[config.mk]
export PLATFORM = sky130hd
export DESIGN_NAME = vertex_layout_find_or_insert_flat
export DESIGN_NICKNAME = d
export VERILOG_FILES = /design/src/rtl/vlfi_pkg.sv /design/src/rtl/vlfi_if.sv /design/src/rtl/vlfi_layout.sv /design/src/rtl/vertex_layout_find_or_insert.sv /design/src/flat_wrapper.sv
export SDC_FILE = /design/constraint.sdc
export NUM_CORES = 1
export LEC_CHECK = 0
export ABC_AREA = 1
export BUFFER_PORTS_ARGS = -buffer_cell sky130_fd_sc_hd__buf_2
export CAP_MARGIN = 40
export CORE_MARGIN = 2
export CORE_UTILIZATION = 55
export CTS_BUF_LIST = sky130_fd_sc_hd__clkbuf_4
export CTS_CLUSTER_DIAMETER = 30
export DETAILED_ROUTE_END_ITERATION = 8
export PLACE_DENSITY = 0.73
export SLEW_MARGIN = 0
export SYNTH_ARGS = -nofsm -noshare
export SYNTH_HDL_FRONTEND = slang
export SYNTH_SLANG_ARGS = --single-unit
[constraint.sdc]
create_clock -name clock -period 11.8 [get_ports clock]
set_clock_uncertainty 0.1 [all_clocks]
set_input_delay 2.36 -clock clock [delete_from_list [all_inputs] [get_ports clock]]
set_output_delay 2.36 -clock clock [all_outputs]
set_load 0.05 [all_outputs]
[src/rtl/vlfi_pkg.sv]
// Shared types and constants for the vertex layout find-or-insert block.
`timescale 1ns / 1ps

package vlfi_pkg;

   // Table geometry
   localparam int TABLE_DEPTH = 16;
   localparam int IDX_W       = $clog2(TABLE_DEPTH);
   localparam int CNT_W       = $clog2(TABLE_DEPTH + 1);

   // Request limits
   localparam int MAX_UV_CHANNELS = 8;
   localparam int MAX_BONES       = 8;

   // Attribute sizes in bytes
   localparam int POS_BYTES    = 12;
   localparam int UV_BYTES     = 8;
   localparam int VEC3_BYTES   = 12;
   localparam int COLOR_BYTES  = 4;
   localparam int WEIGHT_BYTES = 4;

   // Packed layout word: [3:0] uv count, [4] normal, [5] tangent,
   // [6] bitangent, [7] color, [11:8] bone count
   typedef logic [11:0] layout_word_type;

   localparam int BIT_NORMAL    = 4;
   localparam int BIT_TANGENT   = 5;
   localparam int BIT_BITANGENT = 6;
   localparam int BIT_COLOR     = 7;

   typedef enum logic [1:0] {
      STATUS_FOUND = 2'd0,
      STATUS_NEW   = 2'd1,
      STATUS_FULL  = 2'd2
   } status_type;

   // Byte layout of one vertex format
   typedef struct packed {
      logic [7:0] stride;
      logic [3:0] uv_offset;
      logic [7:0] normal_offset;
      logic [7:0] color_offset;
      logic [7:0] tangent_offset;
      logic [7:0] bitangent_offset;
      logic [7:0] bone_index_offset;
      logic [7:0] bone_weight_offset;
   } layout_type;

   // Start command for the offset sequencer
   typedef struct packed {
      logic            start;
      layout_word_type word;
   } lay_ctrl_type;

endpackage

[src/rtl/vlfi_if.sv]
// Request and response channel interfaces for the vertex layout block.
`timescale 1ns / 1ps

interface vlfi_req_if;
   logic       valid;
   logic       ready;
   logic [3:0] uv_channels;
   logic       want_normal;
   logic       want_tangent;
   logic       want_bitangent;
   logic       want_color;
   logic [3:0] bone_influences;

   modport source (output valid, uv_channels, want_normal, want_tangent,
                   want_bitangent, want_color, bone_influences, input ready);
   modport sink   (input valid, uv_channels, want_normal, want_tangent,
                   want_bitangent, want_color, bone_influences, output ready);
endinterface

interface vlfi_rsp_if;
   logic       valid;
   logic       ready;
   logic [1:0] status;
   logic [3:0] entry_index;
   logic [7:0] stride;
   logic [3:0] uv_offset;
   logic [7:0] normal_offset;
   logic [7:0] color_offset;
   logic [7:0] tangent_offset;
   logic [7:0] bitangent_offset;
   logic [7:0] bone_index_offset;
   logic [7:0] bone_weight_offset;

   modport source (output valid, status, entry_index, stride, uv_offset,
                   normal_offset, color_offset, tangent_offset, bitangent_offset,
                   bone_index_offset, bone_weight_offset, input ready);
   modport sink   (input valid, status, entry_index, stride, uv_offset,
                   normal_offset, color_offset, tangent_offset, bitangent_offset,
                   bone_index_offset, bone_weight_offset, output ready);
endinterface

[src/rtl/vlfi_layout.sv]
// Offset sequencer: walks the attributes in order with one shared adder.
`timescale 1ns / 1ps

module vlfi_layout (
   input  logic                  clock,
   input  logic                  reset,
   input  vlfi_pkg::lay_ctrl_type ctrl,
   output logic                  done,
   output vlfi_pkg::layout_type  layout
);

   typedef enum logic [6:0] {
      STEP_UV        = 7'b0000001,
      STEP_NORMAL    = 7'b0000010,
      STEP_COLOR     = 7'b0000100,
      STEP_TANGENT   = 7'b0001000,
      STEP_BITANGENT = 7'b0010000,
      STEP_BONE_IDX  = 7'b0100000,
      STEP_BONE_WGT  = 7'b1000000
   } step_type;

   logic                      busy_ff;
   logic                      done_ff;
   step_type                  step_ff;
   step_type                  step_in;
   logic [7:0]                off_ff;
   logic [7:0]                off_in;
   vlfi_pkg::layout_word_type word_ff;
   vlfi_pkg::layout_type      res_ff;
   vlfi_pkg::layout_type      res_in;

   logic [3:0] uvs;
   logic [3:0] bones;
   logic       present;
   logic [7:0] addend;
   logic [7:0] sum;

   assign uvs   = word_ff[3:0];
   assign bones = word_ff[11:8];

   // Per-step presence and size
   always_comb begin
      present = 1'b0;
      addend  = '0;
      case (step_ff)
         STEP_UV: begin
            present = (uvs != '0);
            addend  = {1'b0, uvs, 3'b000};
         end
         STEP_NORMAL: begin
            present = word_ff[vlfi_pkg::BIT_NORMAL];
            addend  = 8'(vlfi_pkg::VEC3_BYTES);
         end
         STEP_COLOR: begin
            present = word_ff[vlfi_pkg::BIT_COLOR];
            addend  = 8'(vlfi_pkg::COLOR_BYTES);
         end
         STEP_TANGENT: begin
            present = word_ff[vlfi_pkg::BIT_TANGENT];
            addend  = 8'(vlfi_pkg::VEC3_BYTES);
         end
         STEP_BITANGENT: begin
            present = word_ff[vlfi_pkg::BIT_BITANGENT];
            addend  = 8'(vlfi_pkg::VEC3_BYTES);
         end
         STEP_BONE_IDX: begin
            present = (bones != '0);
            addend  = {4'b0000, bones};
         end
         STEP_BONE_WGT: begin
            present = (bones != '0);
            addend  = {2'b00, bones, 2'b00};
         end
         default: begin
            present = 1'b0;
            addend  = '0;
         end
      endcase
   end

   // Shared adder
   assign sum = off_ff + addend;

   // Record the running offset into the field of the current step
   always_comb begin
      res_in = res_ff;
      off_in = present ? sum : off_ff;
      if (present) begin
         case (step_ff)
            STEP_UV:        res_in.uv_offset          = off_ff[3:0];
            STEP_NORMAL:    res_in.normal_offset      = off_ff;
            STEP_COLOR:     res_in.color_offset       = off_ff;
            STEP_TANGENT:   res_in.tangent_offset     = off_ff;
            STEP_BITANGENT: res_in.bitangent_offset   = off_ff;
            STEP_BONE_IDX:  res_in.bone_index_offset  = off_ff;
            STEP_BONE_WGT:  res_in.bone_weight_offset = off_ff;
            default:        res_in = res_ff;
         endcase
      end
      if (step_ff == STEP_BONE_WGT) begin
         res_in.stride = off_in;
      end
   end

   // Step order
   always_comb begin
      unique case (step_ff)
         STEP_UV:        step_in = STEP_NORMAL;
         STEP_NORMAL:    step_in = STEP_COLOR;
         STEP_COLOR:     step_in = STEP_TANGENT;
         STEP_TANGENT:   step_in = STEP_BITANGENT;
         STEP_BITANGENT: step_in = STEP_BONE_IDX;
         STEP_BONE_IDX:  step_in = STEP_BONE_WGT;
         STEP_BONE_WGT:  step_in = STEP_BONE_WGT;
         default:        step_in = STEP_UV;
      endcase
   end

   // Control
   always_ff @(posedge clock) begin
      if (reset) begin
         busy_ff <= 1'b0;
         done_ff <= 1'b0;
         step_ff <= STEP_UV;
      end else begin
         done_ff <= busy_ff && !ctrl.start && (step_ff == STEP_BONE_WGT);
         if (ctrl.start) begin
            busy_ff <= 1'b1;
            step_ff <= STEP_UV;
         end else if (busy_ff) begin
            if (step_ff == STEP_BONE_WGT) begin
               busy_ff <= 1'b0;
            end else begin
               step_ff <= step_in;
            end
         end
      end
   end

   // Datapath
   always_ff @(posedge clock) begin
      if (ctrl.start) begin
         word_ff <= ctrl.word;
         off_ff  <= 8'(vlfi_pkg::POS_BYTES);
         res_ff  <= '0;
      end else if (busy_ff) begin
         off_ff <= off_in;
         res_ff <= res_in;
      end
   end

   assign done   = done_ff;
   assign layout = res_ff;

endmodule

[src/rtl/vertex_layout_find_or_insert.sv]
// Top level: vertex layout table search and append with response register.
`timescale 1ns / 1ps

// Looks up a vertex layout in a 16-entry table and appends it when absent.
// A request is taken only while the block is idle. The table is searched
// one entry at a time from entry 0 through a single registered read port and
// one comparator, with a read state and a compare state per stored entry;
// the byte offsets are then produced by a seven-step sequencer sharing one
// adder. A miss on a full table skips the sequencer. The result waits in an
// output register until taken; a new request may be accepted meanwhile, and
// its result is held back until the register frees.
// Status reports found, newly created, or table full (all other fields zero).

module vertex_layout_find_or_insert (
   input logic        clock,
   input logic        reset,
   vlfi_req_if.sink   req_chan,
   vlfi_rsp_if.source rsp_chan
);

   typedef enum logic [5:0] {
      ST_IDLE   = 6'b000001,
      ST_READ   = 6'b000010,
      ST_CMP    = 6'b000100,
      ST_MISS   = 6'b001000,
      ST_LAYOUT = 6'b010000,
      ST_EMIT   = 6'b100000
   } state_type;

   typedef struct packed {
      vlfi_pkg::status_type status;
      logic [3:0]           entry_index;
      vlfi_pkg::layout_type layout;
   } rsp_type;

   state_type state_ff;
   state_type state_in;

   logic [vlfi_pkg::CNT_W-1:0] used_ff;
   logic [vlfi_pkg::IDX_W-1:0] idx_ff;
   vlfi_pkg::layout_word_type  req_ff;
   vlfi_pkg::layout_word_type  rd_data_ff;
   vlfi_pkg::status_type       status_ff;
   logic                       rsp_valid_ff;
   rsp_type                    rsp_ff;

   vlfi_pkg::layout_word_type  layout_table [vlfi_pkg::TABLE_DEPTH];

   vlfi_pkg::lay_ctrl_type     lay_ctrl;
   logic                       lay_done;
   vlfi_pkg::layout_type       lay_result;

   logic                       req_fire;
   logic                       rsp_free;
   logic                       match;
   logic                       last_entry;
   logic                       table_full;
   logic [3:0]                 uv_sat;
   logic [3:0]                 bone_sat;
   vlfi_pkg::layout_word_type  req_word;

   // Request saturation and packing
   assign uv_sat   = (req_chan.uv_channels > 4'(vlfi_pkg::MAX_UV_CHANNELS)) ?
                     4'(vlfi_pkg::MAX_UV_CHANNELS) : req_chan.uv_channels;
   assign bone_sat = (req_chan.bone_influences > 4'(vlfi_pkg::MAX_BONES)) ?
                     4'(vlfi_pkg::MAX_BONES) : req_chan.bone_influences;
   assign req_word = {bone_sat, req_chan.want_color, req_chan.want_bitangent,
                      req_chan.want_tangent, req_chan.want_normal, uv_sat};

   assign req_chan.ready = (state_ff == ST_IDLE);
   assign req_fire       = req_chan.valid && req_chan.ready;
   assign rsp_free       = !rsp_valid_ff || rsp_chan.ready;

   // Shared comparator: equal counts, requested flags all present
   assign match = (rd_data_ff[11:8] == req_ff[11:8]) &&
                  (rd_data_ff[3:0] == req_ff[3:0]) &&
                  ((rd_data_ff[7:4] & req_ff[7:4]) == req_ff[7:4]);
   assign last_entry = ((vlfi_pkg::CNT_W'(idx_ff) + 1'b1) == used_ff);
   assign table_full = (used_ff == vlfi_pkg::CNT_W'(vlfi_pkg::TABLE_DEPTH));

   // Sequencer next state
   always_comb begin
      state_in = state_ff;
      unique case (state_ff)
         ST_IDLE:   if (req_fire) state_in = (used_ff == '0) ? ST_MISS : ST_READ;
         ST_READ:   state_in = ST_CMP;
         ST_CMP: begin
            if (match) begin
               state_in = ST_LAYOUT;
            end else if (last_entry) begin
               state_in = ST_MISS;
            end else begin
               state_in = ST_READ;
            end
         end
         ST_MISS:   state_in = table_full ? ST_EMIT : ST_LAYOUT;
         ST_LAYOUT: if (lay_done) state_in = ST_EMIT;
         ST_EMIT:   if (rsp_free) state_in = ST_IDLE;
         default:   state_in = ST_IDLE;
      endcase
   end

   // Kick the offset sequencer on a hit or an append
   always_comb begin
      lay_ctrl.start = 1'b0;
      lay_ctrl.word  = req_ff;
      if (state_ff == ST_CMP && match) begin
         lay_ctrl.start = 1'b1;
         lay_ctrl.word  = rd_data_ff;
      end else if (state_ff == ST_MISS && !table_full) begin
         lay_ctrl.start = 1'b1;
      end
   end

   vlfi_layout u_layout (
      .clock  (clock),
      .reset  (reset),
      .ctrl   (lay_ctrl),
      .done   (lay_done),
      .layout (lay_result)
   );

   // Control registers
   always_ff @(posedge clock) begin
      if (reset) begin
         state_ff     <= ST_IDLE;
         used_ff      <= '0;
         rsp_valid_ff <= 1'b0;
      end else begin
         state_ff <= state_in;
         if (state_ff == ST_MISS && !table_full) begin
            used_ff <= used_ff + 1'b1;
         end
         if (state_ff == ST_EMIT && rsp_free) begin
            rsp_valid_ff <= 1'b1;
         end else if (rsp_chan.ready) begin
            rsp_valid_ff <= 1'b0;
         end
      end
   end

   // Search datapath
   always_ff @(posedge clock) begin
      if (req_fire) begin
         req_ff <= req_word;
         idx_ff <= '0;
      end else if (state_ff == ST_CMP && !match && !last_entry) begin
         idx_ff <= idx_ff + 1'b1;
      end else if (state_ff == ST_MISS) begin
         idx_ff <= used_ff[vlfi_pkg::IDX_W-1:0];
      end
      if (state_ff == ST_CMP && match) begin
         status_ff <= vlfi_pkg::STATUS_FOUND;
      end else if (state_ff == ST_MISS) begin
         status_ff <= table_full ? vlfi_pkg::STATUS_FULL : vlfi_pkg::STATUS_NEW;
      end
   end

   // Layout table: one write port, one registered read port
   always_ff @(posedge clock) begin
      if (state_ff == ST_MISS && !table_full) begin
         layout_table[used_ff[vlfi_pkg::IDX_W-1:0]] <= req_ff;
      end
      if (state_ff == ST_READ) begin
         rd_data_ff <= layout_table[idx_ff];
      end
   end

   // Response register
   always_ff @(posedge clock) begin
      if (state_ff == ST_EMIT && rsp_free) begin
         rsp_ff.status <= status_ff;
         if (status_ff == vlfi_pkg::STATUS_FULL) begin
            rsp_ff.entry_index <= '0;
            rsp_ff.layout      <= '0;
         end else begin
            rsp_ff.entry_index <= 4'(idx_ff);
            rsp_ff.layout      <= lay_result;
         end
      end
   end

   assign rsp_chan.valid              = rsp_valid_ff;
   assign rsp_chan.status             = rsp_ff.status;
   assign rsp_chan.entry_index        = rsp_ff.entry_index;
   assign rsp_chan.stride             = rsp_ff.layout.stride;
   assign rsp_chan.uv_offset          = rsp_ff.layout.uv_offset;
   assign rsp_chan.normal_offset      = rsp_ff.layout.normal_offset;
   assign rsp_chan.color_offset       = rsp_ff.layout.color_offset;
   assign rsp_chan.tangent_offset     = rsp_ff.layout.tangent_offset;
   assign rsp_chan.bitangent_offset   = rsp_ff.layout.bitangent_offset;
   assign rsp_chan.bone_index_offset  = rsp_ff.layout.bone_index_offset;
   assign rsp_chan.bone_weight_offset = rsp_ff.layout.bone_weight_offset;

   // Checks
   a_used_bounded: assert property (@(posedge clock) disable iff (reset)
      used_ff <= vlfi_pkg::CNT_W'(vlfi_pkg::TABLE_DEPTH))
      else $error("entry count exceeds table depth");

   a_read_in_range: assert property (@(posedge clock) disable iff (reset)
      (state_ff == ST_READ) |-> (vlfi_pkg::CNT_W'(idx_ff) < used_ff))
      else $error("search reads an unwritten entry");

   a_append_counts: assert property (@(posedge clock) disable iff (reset)
      (state_ff == ST_MISS && !table_full) |=> (used_ff == $past(used_ff) + 1'b1))
      else $error("append did not advance the entry count");

   a_full_zero: assert property (@(posedge clock) disable iff (reset)
      (rsp_valid_ff && rsp_ff.status == vlfi_pkg::STATUS_FULL) |->
      (rsp_ff.layout == '0 && rsp_ff.entry_index == '0))
      else $error("table-full response carries nonzero fields");

endmodule
[src/flat_wrapper.sv]
// flat-port wrapper written by rule: the top's interface ports become plain ports
module vertex_layout_find_or_insert_flat 
  (clock, reset, req_chan_valid, req_chan_uv_channels, req_chan_want_normal, req_chan_want_tangent, req_chan_want_bitangent, req_chan_want_color, req_chan_bone_influences, req_chan_ready, rsp_chan_valid, rsp_chan_status, rsp_chan_entry_index, rsp_chan_stride, rsp_chan_uv_offset, rsp_chan_normal_offset, rsp_chan_color_offset, rsp_chan_tangent_offset, rsp_chan_bitangent_offset, rsp_chan_bone_index_offset, rsp_chan_bone_weight_offset, rsp_chan_ready);
  vlfi_req_if req_chan_i ();
  vlfi_rsp_if rsp_chan_i ();
  input logic clock;
  input logic reset;
  input wire logic [$bits(req_chan_i.valid)-1:0] req_chan_valid;
  input wire logic [$bits(req_chan_i.uv_channels)-1:0] req_chan_uv_channels;
  input wire logic [$bits(req_chan_i.want_normal)-1:0] req_chan_want_normal;
  input wire logic [$bits(req_chan_i.want_tangent)-1:0] req_chan_want_tangent;
  input wire logic [$bits(req_chan_i.want_bitangent)-1:0] req_chan_want_bitangent;
  input wire logic [$bits(req_chan_i.want_color)-1:0] req_chan_want_color;
  input wire logic [$bits(req_chan_i.bone_influences)-1:0] req_chan_bone_influences;
  output wire logic [$bits(req_chan_i.ready)-1:0] req_chan_ready;
  output wire logic [$bits(rsp_chan_i.valid)-1:0] rsp_chan_valid;
  output wire logic [$bits(rsp_chan_i.status)-1:0] rsp_chan_status;
  output wire logic [$bits(rsp_chan_i.entry_index)-1:0] rsp_chan_entry_index;
  output wire logic [$bits(rsp_chan_i.stride)-1:0] rsp_chan_stride;
  output wire logic [$bits(rsp_chan_i.uv_offset)-1:0] rsp_chan_uv_offset;
  output wire logic [$bits(rsp_chan_i.normal_offset)-1:0] rsp_chan_normal_offset;
  output wire logic [$bits(rsp_chan_i.color_offset)-1:0] rsp_chan_color_offset;
  output wire logic [$bits(rsp_chan_i.tangent_offset)-1:0] rsp_chan_tangent_offset;
  output wire logic [$bits(rsp_chan_i.bitangent_offset)-1:0] rsp_chan_bitangent_offset;
  output wire logic [$bits(rsp_chan_i.bone_index_offset)-1:0] rsp_chan_bone_index_offset;
  output wire logic [$bits(rsp_chan_i.bone_weight_offset)-1:0] rsp_chan_bone_weight_offset;
  input wire logic [$bits(rsp_chan_i.ready)-1:0] rsp_chan_ready;
  assign req_chan_i.valid = req_chan_valid;
  assign req_chan_i.uv_channels = req_chan_uv_channels;
  assign req_chan_i.want_normal = req_chan_want_normal;
  assign req_chan_i.want_tangent = req_chan_want_tangent;
  assign req_chan_i.want_bitangent = req_chan_want_bitangent;
  assign req_chan_i.want_color = req_chan_want_color;
  assign req_chan_i.bone_influences = req_chan_bone_influences;
  assign req_chan_ready = req_chan_i.ready;
  assign rsp_chan_valid = rsp_chan_i.valid;
  assign rsp_chan_status = rsp_chan_i.status;
  assign rsp_chan_entry_index = rsp_chan_i.entry_index;
  assign rsp_chan_stride = rsp_chan_i.stride;
  assign rsp_chan_uv_offset = rsp_chan_i.uv_offset;
  assign rsp_chan_normal_offset = rsp_chan_i.normal_offset;
  assign rsp_chan_color_offset = rsp_chan_i.color_offset;
  assign rsp_chan_tangent_offset = rsp_chan_i.tangent_offset;
  assign rsp_chan_bitangent_offset = rsp_chan_i.bitangent_offset;
  assign rsp_chan_bone_index_offset = rsp_chan_i.bone_index_offset;
  assign rsp_chan_bone_weight_offset = rsp_chan_i.bone_weight_offset;
  assign rsp_chan_i.ready = rsp_chan_ready;
  vertex_layout_find_or_insert u_core (.clock(clock), .reset(reset), .req_chan(req_chan_i), .rsp_chan(rsp_chan_i));
endmodule
* Word-level counts from Yosys, hierarchy flattened
Memories as Yosys holds them, arrays and structs flattened. A register that Yosys moved wholly into a read port is not among the register bits.
Index checks and enable logic that the tools add are counted.
** Storage, ports and cells
- Output and inout bits :: 68
- Logic and storage cells :: 121
- Memories kept :: 1
- Bits in writable memories :: 192
- Flip-flop bits (word level) :: 185
- Input port bits :: 16
** Memory list
- u_core.layout_table :: words 16, bits a word 12, rd ports 1, clocked after Yosys merged registers in 1, write ports 1, RTL line vertex_layout_find_or_insert.sv:47 : vlfi_pkg::layout_word_type layout_table [vlfi_pkg::TABLE_DEPTH];
** Operators by class
- Equal/unequal tests :: 22
- Order comparisons :: 2
- Mux-type cells :: 25
- Reduce and logical (&&, ||, !) cells :: 34
- $add $sub $neg :: 4
- Bitwise operators :: 2
** Operator list (number)
- 7-bit case mux with 6 select lines :: 1
- 6-bit case mux with 6 select lines :: 1
- 7-bit case mux with 5 select lines :: 1
- 6-bit 2-to-1 mux :: 5
- 3-bit AND reduction :: 8
- 4-bit 2-to-1 mux :: 4
- 8-bit 2-to-1 mux :: 2
- 4-bit == test :: 3
- 12-bit 2-to-1 mux :: 1
- 1-bit logical AND :: 10
- 8-bit adder :: 1
- 4-bit greater-than comparator, second input constant :: 2
- 1-bit 2-to-1 mux :: 8
- 4-bit nonzero test :: 2
- 7-bit by 1-bit == test with 1-bit output, second input constant :: 1
- 7-bit by 2-bit == test with 1-bit output, second input constant :: 1
- 7-bit by 3-bit == test with 1-bit output, second input constant :: 1
- 7-bit by 4-bit == test with 1-bit output, second input constant :: 1
- 7-bit by 5-bit == test with 1-bit output, second input constant :: 1
- 7-bit by 6-bit == test with 1-bit output, second input constant :: 1
- 7-bit == test, second input constant :: 1
- 6-bit by 1-bit == test with 1-bit output, second input constant :: 1
- 6-bit by 2-bit == test with 1-bit output, second input constant :: 1
- 6-bit by 3-bit == test with 1-bit output, second input constant :: 1
- 22 further kinds :: 30

* Longest topological paths before layout
Gate-level depths: netlist of the first run.
- Depth after elaboration :: 8
- Mapped depth :: 18
- Gate-level depth less buffers :: 18

* By module
A second synthesis of the first run with hierarchy kept.
** Second synthesis, totals
- Cells, all modules :: 1667
- Area, all modules :: 16762.3 µm²
** By module, submodules not included
- vertex_layout_find_or_insert :: cells each 1023, area an instance 12228.0 µm², sequential area each 8828.5 µm², instances 1
- vlfi_layout :: cells each 644, area an instance 4534.3 µm², sequential area each 1901.8 µm², instances 1

* Least setup slack after synthesis of the first run
No wires, ideal clock.
- Path type :: input to register
- From :: in rsp_chan_ready
- To :: reg u_core.rsp_ff, in the netlist u_core.rsp_chan.bitangent_offset[0], enable pin
- Setup slack :: 2.323 ns
- Required time :: 11.044 ns
- Setup time :: 0.656 ns
- Stages on the path :: 2
- Path buffers :: 0
- Arrival time :: 8.721 ns
- Cells stage by stage :: nor2_1 -> nor4_1
** Between the ends
- Word-level cells in the longest chain between the ends :: 2
** RTL lines
- start: declaration :: RTL line flat_wrapper.sv:27 : input wire logic [$bits(rsp_chan_i.ready)-1:0] rsp_chan_ready;
- 1-bit logical OR :: RTL line vertex_layout_find_or_insert.sv:72 : assign rsp_free = !rsp_valid_ff || rsp_chan.ready;
- 1-bit logical AND :: RTL line vertex_layout_find_or_insert.sv:171 : if (state_ff == ST_EMIT && rsp_free) begin
- end: declaration :: RTL line vertex_layout_find_or_insert.sv:45 : rsp_type rsp_ff;
Every way passes these cells.
A chain may end at the register's enable or synchronous reset.

* Worst setup path in the final report of the first run
- From :: reg u_core.state_ff[4]
- To :: out req_chan_ready
** Between the ends
- Word-level cells in the longest chain between the ends :: 1
** RTL lines
- start: declaration :: RTL line vertex_layout_find_or_insert.sv:36 : state_type state_ff;
- start signal: assignment :: RTL line vertex_layout_find_or_insert.sv:130 : state_ff <= state_in;
- 6-bit by 1-bit == test with 1-bit output :: RTL line vertex_layout_find_or_insert.sv:70 : assign req_chan.ready = (state_ff == ST_IDLE);
- end: declaration :: RTL line flat_wrapper.sv:15 : output wire logic [$bits(req_chan_i.ready)-1:0] req_chan_ready;
Every way passes these cells.

==> summary.log, run 1 <==
INFO  min_path       hp-start=u_core.status_ff[1]
INFO  min_path       timing.hold.worst.class=flop to flop
INFO  cts            h-tree-depth=3
INFO  synth          ys_seq_area_frac=0.6538
INFO  worst_setup_path worst_ep_arrival_time=1810ps
INFO  drt            vias=11840
INFO  synth          synthDominantAreaCellType=sky130_fd_sc_hd__edfxtp_1
INFO  synth          synth.area.mux_share=0
INFO  pwr            power.density_cell_area=197.8nW/um2
INFO  sta            rsz0062_at_grt=false
INFO  cts            total_of_cells_resized_after_clock_tree_synthesis=0
INFO  worst_setup_path worst_ep_required_time=9340ps
INFO  drt            highest_metal_used=met4
INFO  flow_run       drv_cap=0
INFO  synth          synth.top_cells.by_count=308 x sky130_fd_sc_hd__nor2_1, 294 x sky130_fd_sc_hd__edfxtp_1, 237 x sky130_fd_sc_hd__nand2_1
INFO  sta            timing.final.hold_violations=0
INFO  worst_setup_path r2r_slack=8590ps
INFO  drt            firstDrtPassIters=5
INFO  cts            clkSlewWorstSetupHoldPaths=70ps
INFO  synth          area_fraction_in_compound_gates_after_synthesis=0.07769
INFO  floorplanning  die_w=176.7um
INFO  worst_setup_path timing.critical_path.to_type=primary output
INFO  pwr            p_leak=7.740nW
INFO  final_layout   area_growth=13.47%
INFO  pwr            max-vdd-ir-drop=0.1133mV
INFO  global_route   via_count_of_the_first_global_routing_pass=11480
INFO  final_layout   filler_cell_count=2391
INFO  synth          synthesized_area_fraction_occupied_by_adder_cells=0.01037
INFO  drt            totalWireLength=36210um
INFO  final_layout   drive_gt1_frac=0.1686
INFO  synth          synth_seq_cells=389
INFO  synth          synth.avg_cell_area=10.14um2
INFO  drt            wl_met2=17530um
INFO  min_path       hold_depth=0
INFO  global_route   grt_first_pass_wirelength=57370um
INFO  cts            postCtsSetupBuffers=0
INFO  synth          post_synth_main_area_contributors=sky130_fd_sc_hd__edfxtp_1 54%, sky130_fd_sc_hd__dfxtp_1 12%, sky130_fd_sc_hd__nor2_1 7.0%
INFO  worst_setup_path worstReg2RegEnd=u_core.u_layout.off_ff[5]
INFO  floorplanning  design.die.area=31240um2
INFO  worst_setup_path worstReg2RegStart=u_core.req_ff[10]
INFO  synth          mappedNetlistNets=1647
INFO  cts            tritoncts=done
INFO  status         run_status=completed
INFO  cts            cts.root.buffer_cell=sky130_fd_sc_hd__clkbuf_4
INFO  cts            cts_hold_repair.buffers=0
INFO  synth          synth_top_family_by_area=simple AND/OR/NAND/NOR gates
INFO  floorplanning  placement_rows=63
INFO  sta            setup_total_negative_slack=0ps
INFO  pwr            design_power_total=3.684mW
INFO  cts            clk-insertion-delay-late=720ps
INFO  worst_setup_path crit_path_max_fanout=4
INFO  global_route   global_route.usage.total=0.2345
INFO  synth          synth_async_sr_flop_share=0
INFO  sta            timing.slew.headroom=0.3843
INFO  final_layout   final_nets=1775
INFO  place          place_hpwl=21720um
INFO  sta            tightestPinTransition=922.3ps
INFO  place          gp_congestion=0.8763
INFO  global_route   grt_antenna_before_repair=1
INFO  sta            setup_viols_final=0
INFO  drt            postRouteAntennaNets=0
INFO  global_route   globalRouteOverflowTotal=0
INFO  synth          yosys_most_used_dff=sky130_fd_sc_hd__edfxtp_1
INFO  floorplanning  fp.coreArea=29480um2
INFO  synth          yosys.area_share.xor_xnor=0.005337
INFO  final_layout   register_area=10730um2
INFO  floorplanning  floorplan.die.height=176.7um
INFO  synth          yosysWarnings=0
INFO  floorplanning  initial_utilization=0.5567
INFO  synth          synth_edf_count=294
INFO  worst_setup_path r2r_cells=10
INFO  drt            detail_route.wl_per_cell=16.33um
INFO  synth          syn-instance-count=1618
INFO  sta            fin_crit=4275ps
INFO  sta            final.period_utilization=0.3623
INFO  global_route   grt_start_max_net_pins=80
INFO  drt            met3WireLength=2960um
INFO  final_layout   area_of_combinational_cells_with_multiple_inputs=4532um2
INFO  synth          synth_cell_type_count=40
INFO  sta            slew_violations=0
INFO  synth          syn-cell-area=16410um2
INFO  drt            vias_per_cell=5.340
INFO  min_path       timing.hold.worst_endpoint=u_core.rsp_chan.status[1]
INFO  synth          post_synth_and_or_nand_nor_area_fraction=0.1808
INFO  synth          synth_largest_type_area_fraction=0.5379
INFO  cts            cts-buffers-inserted=100
INFO  sta            max_freq=0.2339GHz
INFO  place          port_buffers=83
INFO  cts            tritoncts_num_sinks=389
INFO  drt            drt_iter0_drc=1143
INFO  worst_setup_path setup.worst_path.class=flop to primary output
INFO  cts            max_clock_buf_depth=3
INFO  synth          synth_most_common_cell=sky130_fd_sc_hd__nor2_1
INFO  drt            m1WireLength=14740um
INFO  floorplanning  ios=84
INFO  drt            drc=0
INFO  worst_setup_path startpoint_type=flop
[placed cells by master, fill, tap and decap left out, types with 2 or more instances in the layout]
| cell | Yosys | layout |
|---|---|---|
| sky130_fd_sc_hd__a21boi_0 | 3 | 3 |
| sky130_fd_sc_hd__a21o_1 | 2 | 2 |
| sky130_fd_sc_hd__a21oi_1 | 29 | 29 |
| sky130_fd_sc_hd__buf_16 | 0 | 3 |
| sky130_fd_sc_hd__buf_2 | 14 | 83 |
| sky130_fd_sc_hd__buf_4 | 0 | 20 |
| sky130_fd_sc_hd__buf_8 | 1 | 5 |
| sky130_fd_sc_hd__bufinv_16 | 0 | 3 |
| sky130_fd_sc_hd__clkbuf_4 | 0 | 143 |
| sky130_fd_sc_hd__clkinv_1 | 4 | 32 |
| sky130_fd_sc_hd__clkinv_2 | 0 | 4 |
| sky130_fd_sc_hd__clkinvlp_4 | 0 | 2 |
| sky130_fd_sc_hd__dfxtp_1 | 95 | 93 |
| sky130_fd_sc_hd__dfxtp_2 | 0 | 2 |
| sky130_fd_sc_hd__edfxtp_1 | 294 | 294 |
| sky130_fd_sc_hd__ha_1 | 12 | 12 |
| sky130_fd_sc_hd__inv_1 | 196 | 195 |
| sky130_fd_sc_hd__inv_2 | 9 | 9 |
| sky130_fd_sc_hd__inv_6 | 0 | 2 |
| sky130_fd_sc_hd__inv_8 | 0 | 2 |
| sky130_fd_sc_hd__nand2_1 | 237 | 237 |
| sky130_fd_sc_hd__nand2_2 | 5 | 5 |
| sky130_fd_sc_hd__nand3_1 | 74 | 74 |
| sky130_fd_sc_hd__nand3_2 | 2 | 2 |
| sky130_fd_sc_hd__nand4_1 | 56 | 56 |
| sky130_fd_sc_hd__nand4_2 | 2 | 2 |
| sky130_fd_sc_hd__nor2_1 | 308 | 300 |
| sky130_fd_sc_hd__nor2_2 | 4 | 11 |
| sky130_fd_sc_hd__nor2_4 | 2 | 3 |
| sky130_fd_sc_hd__nor3_1 | 2 | 2 |
| sky130_fd_sc_hd__o211ai_1 | 14 | 14 |
| sky130_fd_sc_hd__o21ai_0 | 109 | 109 |
| sky130_fd_sc_hd__o21ai_1 | 2 | 2 |
| sky130_fd_sc_hd__o221ai_1 | 36 | 36 |
| sky130_fd_sc_hd__o22ai_1 | 15 | 15 |
| sky130_fd_sc_hd__xnor2_1 | 5 | 5 |
| sky130_fd_sc_hd__xor2_1 | 5 | 5 |
[per-layer routing]
| metal | GRT usage | vias to the layer above |
|---|---|---|
| met3 | 0.05434 | 87 |
| met2 | 0.3846 | 526 |
| met4 | 0.1016 | 0 |
| met1 | 0.2995 | 5457 |
| met5 | 0 | - |
| li1 | - | 5774 |
[worst max-delay path, stage by stage (launching register included)]
cell,delay [ps]
sky130_fd_sc_hd__dfxtp_1,350
sky130_fd_sc_hd__nor2_2,190
sky130_fd_sc_hd__nand3_1,170
sky130_fd_sc_hd__inv_1,120
sky130_fd_sc_hd__buf_2,270
[report_power, final]
part	switching (mW)	total [mW]	internal (mW)	leakage [nW]
logic	0.478	0.698	0.220	3.51
clock network	0.549	1.18	0.632	0.780
registers	0.120	1.80	1.68	3.45
total	1.15	3.68	2.54	7.74
[stage by stage]
step / cell area, um2 / util / hold WS, ps / setup WS [ps] / std cells
6_report: 18620 / 0.6317 / 356.2 / 7525 / 2218
5_1_grt: 18620 / 0.6317 / 365.5 / 7389 / 2218
4_1_cts: 18620 / 0.6316 / 334.1 / 7475 / 2217
3_5_place_dp: 17280 / 0.5862 / 364.9 / 7799 / 2034
3_3_place_gp: 17100 / 0.5801 / 350.4 / 7831 / 2025
2_1_floorplan: 16410 / - / 330.6 / 2323 / 1618
[registers in the layout (all words and copies together), names as in the netlist]
name	flops
u_core.layout_table	192
u_core.u_layout.layout	60
u_core.rd_data_ff	12
u_core.req_ff	12
u_core.u_layout.word_ff	12
u_core.rsp_chan.bitangent_offset	8
u_core.rsp_chan.bone_index_offset	8
u_core.rsp_chan.bone_weight_offset	8
u_core.rsp_chan.color_offset	8
u_core.rsp_chan.normal_offset	8
u_core.rsp_chan.stride	8
u_core.rsp_chan.tangent_offset	8
u_core.u_layout.off_ff	8
u_core.u_layout.step_ff	7
u_core.state_ff	6
u_core.used_ff	5
u_core.idx_ff	4
u_core.rsp_chan.entry_index	4
u_core.rsp_chan.uv_offset	4
u_core.rsp_chan.status	2
u_core.status_ff	2
u_core.rsp_chan.valid	1
u_core.u_layout.busy_ff	1
u_core.u_layout.done	1
[layout make-up]
class | instances | share of cell area
diodes | 1 | 0.0001344
clock inverters | 40 | 0.01431
clock buffers | 143 | 0.05765
multi-input cells | 934 | 0.2433
well taps | 390 | 0.02620
flip-flops and latches | 389 | 0.5763
inverters | 209 | 0.04213
repair buffers | 112 | 0.03991
[cells by family (layout without fill, tap and decap cells)]
family                     Yosys count  count (layout)
xor gates and xnor gates            10              10
adders and majority gates           13              13
and+or+nand+nor                    698             698
buffers and inverters              295             504
other                                0               1
DFF                                389             389
AOI/OAI and AO/OA                  213             213
[how the worst max path moves through the flow]
stage,start,to,slack (ps),cells after the start
after floorplan,rsp_chan_ready,u_core.rsp_chan.bitangent_offset[0],2320,2
after global placement,rsp_chan_ready,u_core.rsp_chan.stride[5],7830,4
after CTS,u_core.state_ff[4],req_chan_ready,7470,4
after detailed placement,rsp_chan_ready,u_core.rsp_chan.stride[6],7800,4
final,u_core.state_ff[4],req_chan_ready,7530,4
after global routing,u_core.state_ff[4],req_chan_ready,7390,4
Note: power is estimated with default switching activity, not from simulation.
==> run 2: changes to the inputs <==
ABC_AREA = 0   (was 1)
PLACE_DENSITY = 0.76   (was 0.73)
clock period = 3.6 ns   (was 11.8 ns; I/O delays follow)
==> run 2 against run 1 <==
Compared with the run above: first-iteration DRC count fell by 32%; design area fell by 5.2%; clock power grew to 2.9 times the previous value.
==> summary.log, run 2 <==
INFO  worst_setup_path startpoint_type=flop
INFO  cts            max_clock_buf_depth=3
INFO  final_layout   mostFrequentLayoutCells=294 x sky130_fd_sc_hd__edfxtp_1, 134 x sky130_fd_sc_hd__clkbuf_4, 93 x sky130_fd_sc_hd__dfxtp_1
INFO  pwr            switching_power_share_of_the_total=0.2448
INFO  drt            vias=8916
INFO  status         run_status=completed
INFO  cts            clkSlewWorstSetupHoldPaths=60ps
INFO  final_layout   drive_gt1_frac=0.2744
INFO  global_route   globalRouteOverflowTotal=0
INFO  synth          synth_async_sr_flop_share=0
INFO  synth          mappedNetlistNets=1063
INFO  sta            timing.final.hold_violations=0
INFO  floorplanning  die_w=173.0um
INFO  sta            final.period_utilization=0.8644
INFO  synth          syn-cell-area=15710um2
INFO  place          placed_cell_area=16480um2
INFO  final_layout   stdcell_area=17660um2
INFO  worst_setup_path crit_path_max_fanout=19
INFO  synth          yosys_most_used_dff=sky130_fd_sc_hd__edfxtp_1
INFO  worst_setup_path timing.critical_path.to_type=flop
INFO  cts            cts-buffers-inserted=94
INFO  worst_setup_path r2r_slack=490ps
INFO  worst_setup_path worstReg2RegEnd=u_core.u_layout.word_ff[5]
INFO  synth          post_synth_main_area_contributors=sky130_fd_sc_hd__edfxtp_1 56%, sky130_fd_sc_hd__dfxtp_1 12%, sky130_fd_sc_hd__mux4_2 8.6%
INFO  synth          ys_seq_area_frac=0.6830
INFO  sta            rsz0062_at_grt=false
INFO  pwr            sequentialPowerShare=0.561
INFO  worst_setup_path worst_ep_arrival_time=3380ps
INFO  sta            timing.slew.headroom=0.4064
INFO  min_path       timing.hold.worst.class=input pin to flop
INFO  cts            cts.root.buffer_cell=sky130_fd_sc_hd__clkbuf_4
INFO  place          place_hpwl=19090um
INFO  global_route   grt_start_max_net_pins=70
INFO  floorplanning  initial_utilization=0.5624
INFO  sta            slew_violations=0
INFO  cts            total_of_cells_resized_after_clock_tree_synthesis=0
INFO  pwr            internal_power=7.019mW
INFO  floorplanning  floorplan.die.height=173.0um
INFO  synth          synth_most_common_cell=sky130_fd_sc_hd__edfxtp_1
INFO  global_route   via_count_of_the_first_global_routing_pass=8895
INFO  worst_setup_path r2r_cells=6
INFO  cts            tritoncts=done
INFO  pwr            netSwitchingPower=2.276mW
INFO  cts            h-tree-depth=3
INFO  sta            final_critical_path_setup_slack=488.2ps
INFO  worst_setup_path setup.worst_path.class=flop to flop
INFO  synth          synth.avg_cell_area=15.19um2
INFO  worst_setup_path critPathCapture=u_core.u_layout.word_ff[5]
INFO  synth          synth.top_cells.by_count=294 x sky130_fd_sc_hd__edfxtp_1, 95 x sky130_fd_sc_hd__dfxtp_1, 73 x sky130_fd_sc_hd__and2_1
INFO  sta            setup_total_negative_slack=0ps
INFO  synth          synth_seq_cells=389
INFO  global_route   grt_antenna_before_repair=1
INFO  floorplanning  design.die.area=29930um2
INFO  min_path       hp-start=req_chan_want_tangent
INFO  global_route   global_route.usage.total=0.2041
INFO  final_layout   layout_commonest_cell=sky130_fd_sc_hd__edfxtp_1
INFO  drt            detail_route.wl_per_cell=18.37um
INFO  sta            post_route_worst_hold_slack=73.56ps
INFO  pwr            p_leak=6.200nW
INFO  drt            drc=0
INFO  final_layout   area_growth=12.41%
INFO  final_layout   layout.cells.non_filler=1611
INFO  sta            max_freq=0.3214GHz
INFO  floorplanning  fp.coreArea=27930um2
INFO  place          preCtsSetupSlack=511.2ps
INFO  synth          yosysWarnings=0
INFO  pwr            share_clk_of_total_power=0.370
INFO  synth          synth_cell_type_count=75
INFO  final_layout   largest_reg_flops=192
INFO  worst_setup_path worstReg2RegStart=u_core.req_ff[2]
INFO  final_layout   finalCoreUtilization=0.6322
INFO  drt            firstDrtPassIters=6
INFO  floorplanning  placement_rows=61
INFO  final_layout   final_nets=1194
INFO  place          placed_cells=1446
INFO  sta            setup_viols_final=0
INFO  flow_run       drv_cap=0
INFO  synth          synthDominantAreaCellType=sky130_fd_sc_hd__edfxtp_1
INFO  drt            postRouteAntennaNets=0
INFO  pwr            power.density_cell_area=526.4nW/um2
INFO  pwr            design_power_total=9.295mW
INFO  cts            clk-insertion-delay-late=720ps
INFO  sta            tightestPinTransition=890.5ps
INFO  synth          syn-instance-count=1034
INFO  drt            vias_per_cell=5.534
INFO  cts            tritoncts_num_sinks=389
INFO  global_route   grt_first_pass_wirelength=47930um
INFO  place          gp_congestion=0.8619
INFO  worst_setup_path worst_ep_required_time=3870ps
INFO  place          port_buffers=83
INFO  pwr            max-vdd-ir-drop=0.4273mV
INFO  floorplanning  ios=84
INFO  pwr            p_comb_frac=0.069
INFO  sta            fin_crit=3112ps
INFO  synth          synth_largest_type_area_fraction=0.5620
INFO  drt            totalWireLength=29590um
INFO  drt            drt_iter0_drc=774
INFO  synth          synth_edf_count=294
INFO  worst_setup_path setup.worst_path.start=u_core.req_ff[2]
==> run 2: cell type report <==
cell class	instances	area, um2
fillers	2092	10270
flip-flops and latches	389	10740
well taps	378	473.0
clock inverters	29	163.9
diodes	1	2.502
clock buffers	134	1006
repair buffers	106	615.6
inverters	12	45.04
multi-input cells	562	4618
==> run 2: power groups by stage <==
stage,Combinational [mW],Sequential (mW),Clock [mW]
detailed placement,0.637,5.31,0
CTS,0.639,5.21,3.53
global placement,0.623,5.30,0
global route,0.716,5.23,3.74
finish,0.639,5.21,3.44
floorplan,0.571,5.15,0
==> run 2: cells by family after synthesis <==
| group | share of synthesized area |
|---|---|
| multiplexers | 0.1098 |
| adder cells (fa/ha/maj) | 0.01083 |
| AND/OR/NAND/NOR | 0.1062 |
| AO/OA/AOI/OAI | 0.05129 |
| XOR/XNOR | 0.01481 |
| buffers and inverters | 0.02397 |
| flip-flops | 0.6830 |
==> run 2: worst min path at each step <==
stage                                            end  slack [ps]  depth (start not counted)
after floorplan            u_core.rsp_chan.status[0]         320                          0
after global routing                u_core.req_ff[5]           5                          1
after detailed placement  u_core.u_layout.layout[31]         340                          2
final                               u_core.req_ff[5]          70                          1
after CTS                           u_core.req_ff[5]           5                          1
after global placement    u_core.u_layout.layout[41]         330                          2
==> run 2: repair_timing <==
item,in CTS,in global routing
endpoints found under the hold margin,1,0
hold buffers,1,0
buffers inserted,0,0
==> run 2: per-layer routing <==
layer	vias to the layer above	global-route usage	part of all wire
met5	-	0	0
met4	0	0.08227	0.021
met3	63	0.04310	0.063
met2	319	0.3310	0.48
met1	4326	0.2719	0.43
li1	4208	-	-
==> run 2: critical path: stages (launching register included) <==
cell,delay (ps)
sky130_fd_sc_hd__edfxtp_1,670
sky130_fd_sc_hd__xor2_1,250
sky130_fd_sc_hd__nor4_1,460
sky130_fd_sc_hd__and3_1,480
sky130_fd_sc_hd__a21oi_4,230
sky130_fd_sc_hd__inv_2,310
sky130_fd_sc_hd__buf_4,260
==> run 3: changes to the inputs <==
GPL_TIMING_DRIVEN = 0   (was unset)
==> run 3 against run 2 <==
Compared with the run above: non-clock buffer count grew 70; sequential share of layout area fell by 1.5 points; die area stayed put; sequential cell count is the same; hold slack gained 3.1 ps; critical path type unchanged; critical endpoint is now u_core.u_layout.word_ff[6]; largest cell class unchanged; largest power group unchanged; highest routed layer unchanged.
==> summary.log, run 3 (synthesis results as in run 2) <==
INFO  status         run_status=completed
INFO  drt            drt_iter0_drc=786
INFO  worst_setup_path worst_ep_arrival_time=3650ps
INFO  final_layout   area_growth=15.28%
INFO  pwr            max-vdd-ir-drop=0.3945mV
INFO  final_layout   layout.cells.non_filler=1695
INFO  final_layout   final_nets=1265
INFO  drt            totalWireLength=31990um
INFO  worst_setup_path r2r_cells=7
INFO  pwr            design_power_total=9.671mW
INFO  sta            rsz0062_at_grt=false
INFO  worst_setup_path crit_chain=xor2_1 > nor4_1 > and3_1 > clkbuf_1 > a21oi_2 > inv_2 > buf_2
INFO  final_layout   filler_cell_count=2027
INFO  worst_setup_path max_stage_delay=870ps
INFO  worst_setup_path crit_path_max_fanout=21
INFO  cts            tritoncts_num_sinks=389
INFO  cts            clkSlewWorstSetupHoldPaths=60ps
INFO  cts            tritoncts=done
INFO  worst_setup_path critical_path.n_buffers_inverters=3
INFO  place          place_hpwl=21830um
INFO  global_route   grt_antenna_before_repair=1
INFO  worst_setup_path worst_ep_required_time=3830ps
INFO  final_layout   drive_gt1_frac=0.2829
INFO  global_route   globalRouteOverflowTotal=0
INFO  sta            slew_violations=0
INFO  final_layout   largest_reg_flops=192
INFO  global_route   via_count_of_the_first_global_routing_pass=9393
INFO  floorplanning  placement_rows=61
INFO  min_path       hp-start=req_chan_want_color
INFO  sta            max_freq=0.2926GHz
INFO  sta            final.period_utilization=0.9492
INFO  worst_setup_path timing.critical_path.to_type=flop
INFO  worst_setup_path r2r_slack=180ps
INFO  final_layout   area_of_combinational_cells_with_multiple_inputs=4631um2
INFO  pwr            p_leak=6.432nW
INFO  place          port_buffers=83
INFO  floorplanning  design.die.area=29930um2
INFO  sta            tightestPinTransition=895.7ps
INFO  global_route   grt_first_pass_wirelength=50710um
INFO  worst_setup_path worstReg2RegEnd=u_core.u_layout.word_ff[6]
INFO  worst_setup_path timing.critical_path.max_delay_family=buffers and inverters
INFO  min_path       timing.hold.worst.class=input pin to flop
INFO  worst_setup_path setup.worst_path.class=flop to flop
INFO  sta            timing.slew.headroom=0.4016
INFO  floorplanning  die_w=173.0um
INFO  drt            drc=0
INFO  min_path       hold_depth=1
INFO  sta            setup_viols_final=0
INFO  worst_setup_path worstReg2RegStart=u_core.req_ff[3]
INFO  cts            cts.root.buffer_cell=sky130_fd_sc_hd__clkbuf_4
INFO  worst_setup_path cpMaxStageDelayCell=sky130_fd_sc_hd__edfxtp_1
INFO  global_route   global_route.usage.total=0.2180
INFO  place          gp_congestion=0.8927
INFO  flow_run       drv_cap=0
INFO  final_layout   register_area=10730um2
INFO  drt            vias=9395
INFO  floorplanning  ios=84
INFO  sta            post_route_worst_hold_slack=76.63ps
INFO  min_path       timing.hold.worst_endpoint=u_core.req_ff[7]
INFO  global_route   grt_start_max_net_pins=37
INFO  cts            max_clock_buf_depth=3
INFO  sta            fin_crit=3417ps
INFO  floorplanning  initial_utilization=0.5624
INFO  sta            timing.final.hold_violations=0
INFO  pwr            power.density_cell_area=534.0nW/um2
INFO  cts            clk-insertion-delay-late=740ps
INFO  drt            detail_route.wl_per_cell=18.87um
INFO  final_layout   mostFrequentLayoutCells=294 x sky130_fd_sc_hd__edfxtp_1, 137 x sky130_fd_sc_hd__clkbuf_4, 101 x sky130_fd_sc_hd__buf_2
INFO  floorplanning  fp.coreArea=27930um2
INFO  worst_setup_path startpoint_type=flop
INFO  final_layout   layout_commonest_cell=sky130_fd_sc_hd__edfxtp_1
INFO  drt            firstDrtPassIters=5
INFO  floorplanning  floorplan.die.height=173.0um
INFO  place          placed_cells=1506
INFO  cts            cts-buffers-inserted=95
INFO  drt            postRouteAntennaNets=0
INFO  drt            vias_per_cell=5.543
INFO  cts            h-tree-depth=3
run 3: cell types whose count changed in the layout (fill, tap and decap cells not counted), sizes merged:
cell         change
diode            +1
dlygate4sd3      -1
bufinv           +2
clkinv           +8
clkbuf          +46
buf             +28
run 3: worst max path at each step:
stage,startpoint,to,slack [ps],cells past startpoint
2_1_floorplan,rsp_chan_ready,u_core.rsp_chan.bitangent_offset[0],480,2
3_3_place_gp,rsp_chan_ready,u_core.rsp_chan.color_offset[1],-80,3
3_5_place_dp,u_core.req_ff[2],u_core.u_layout.word_ff[6],100,7
4_1_cts,u_core.req_ff[2],u_core.u_layout.word_ff[6],40,7
5_1_grt,u_core.req_ff[3],u_core.u_layout.word_ff[6],20,7
6_report,u_core.req_ff[3],u_core.u_layout.word_ff[6],180,7
run 3: per-layer routing:
layer | track usage | routed length, um | vias to the layer above
met3 | 0.04464 | 2224 | 57
li1 | - | - | 4379
met4 | 0.08616 | 648 | 0
met5 | 0 | 0 | -
met2 | 0.3640 | 15980 | 342
met1 | 0.2824 | 13140 | 4617
run 3: power by group:
group	leakage, nW	internal [mW]	switching, mW	total [mW]
clock network	0.749	1.99	1.73	3.72
registers	3.48	4.98	0.126	5.10
logic	2.20	0.302	0.549	0.851
run 3: worst register-to-register path: cells and delay by family (launching register included):
kind / cells / cell delay, ps
xor+xnor: 1 / 210
flops: 1 / 870
buf+inv: 3 / 940
simple gates: 2 / 720
compound gates: 1 / 200
run 3: through the flow:
stage | setup TNS (ps) | util | cell area, um2 | worst slack (ps)
after floorplan | 0 | - | 15710 | 477.1
after global placement | -4485 | 0.5943 | 16600 | -77.59
after detailed placement | 0 | 0.5990 | 16730 | 97.44
after CTS | 0 | 0.6447 | 18010 | 39.04
after global routing | 0 | 0.6482 | 18110 | 24.84
final | 0 | 0.6483 | 18110 | 182.9
run 3: final cells by class:
type | count | share of cell area
antenna | 2 | 0.0002764
buffer | 71 | 0.01831
clock buffer | 137 | 0.05679
clock inverter | 39 | 0.01368
inverter | 12 | 0.002487
multi-input combinational | 562 | 0.2557
sequential | 389 | 0.5925
tap | 378 | 0.02612
timing repair buffer | 105 | 0.03413
run 3: repair_timing:
| item | 4_1_cts | 5_1_grt |
|---|---|---|
| hold buffers | 0 | 0 |
| setup endpoints to repair | 0 | 12 |
| setup buffers | 0 | 11 |
| endpoints found under the hold margin | 0 | 0 |
| gates resized for setup | 0 | 0 |
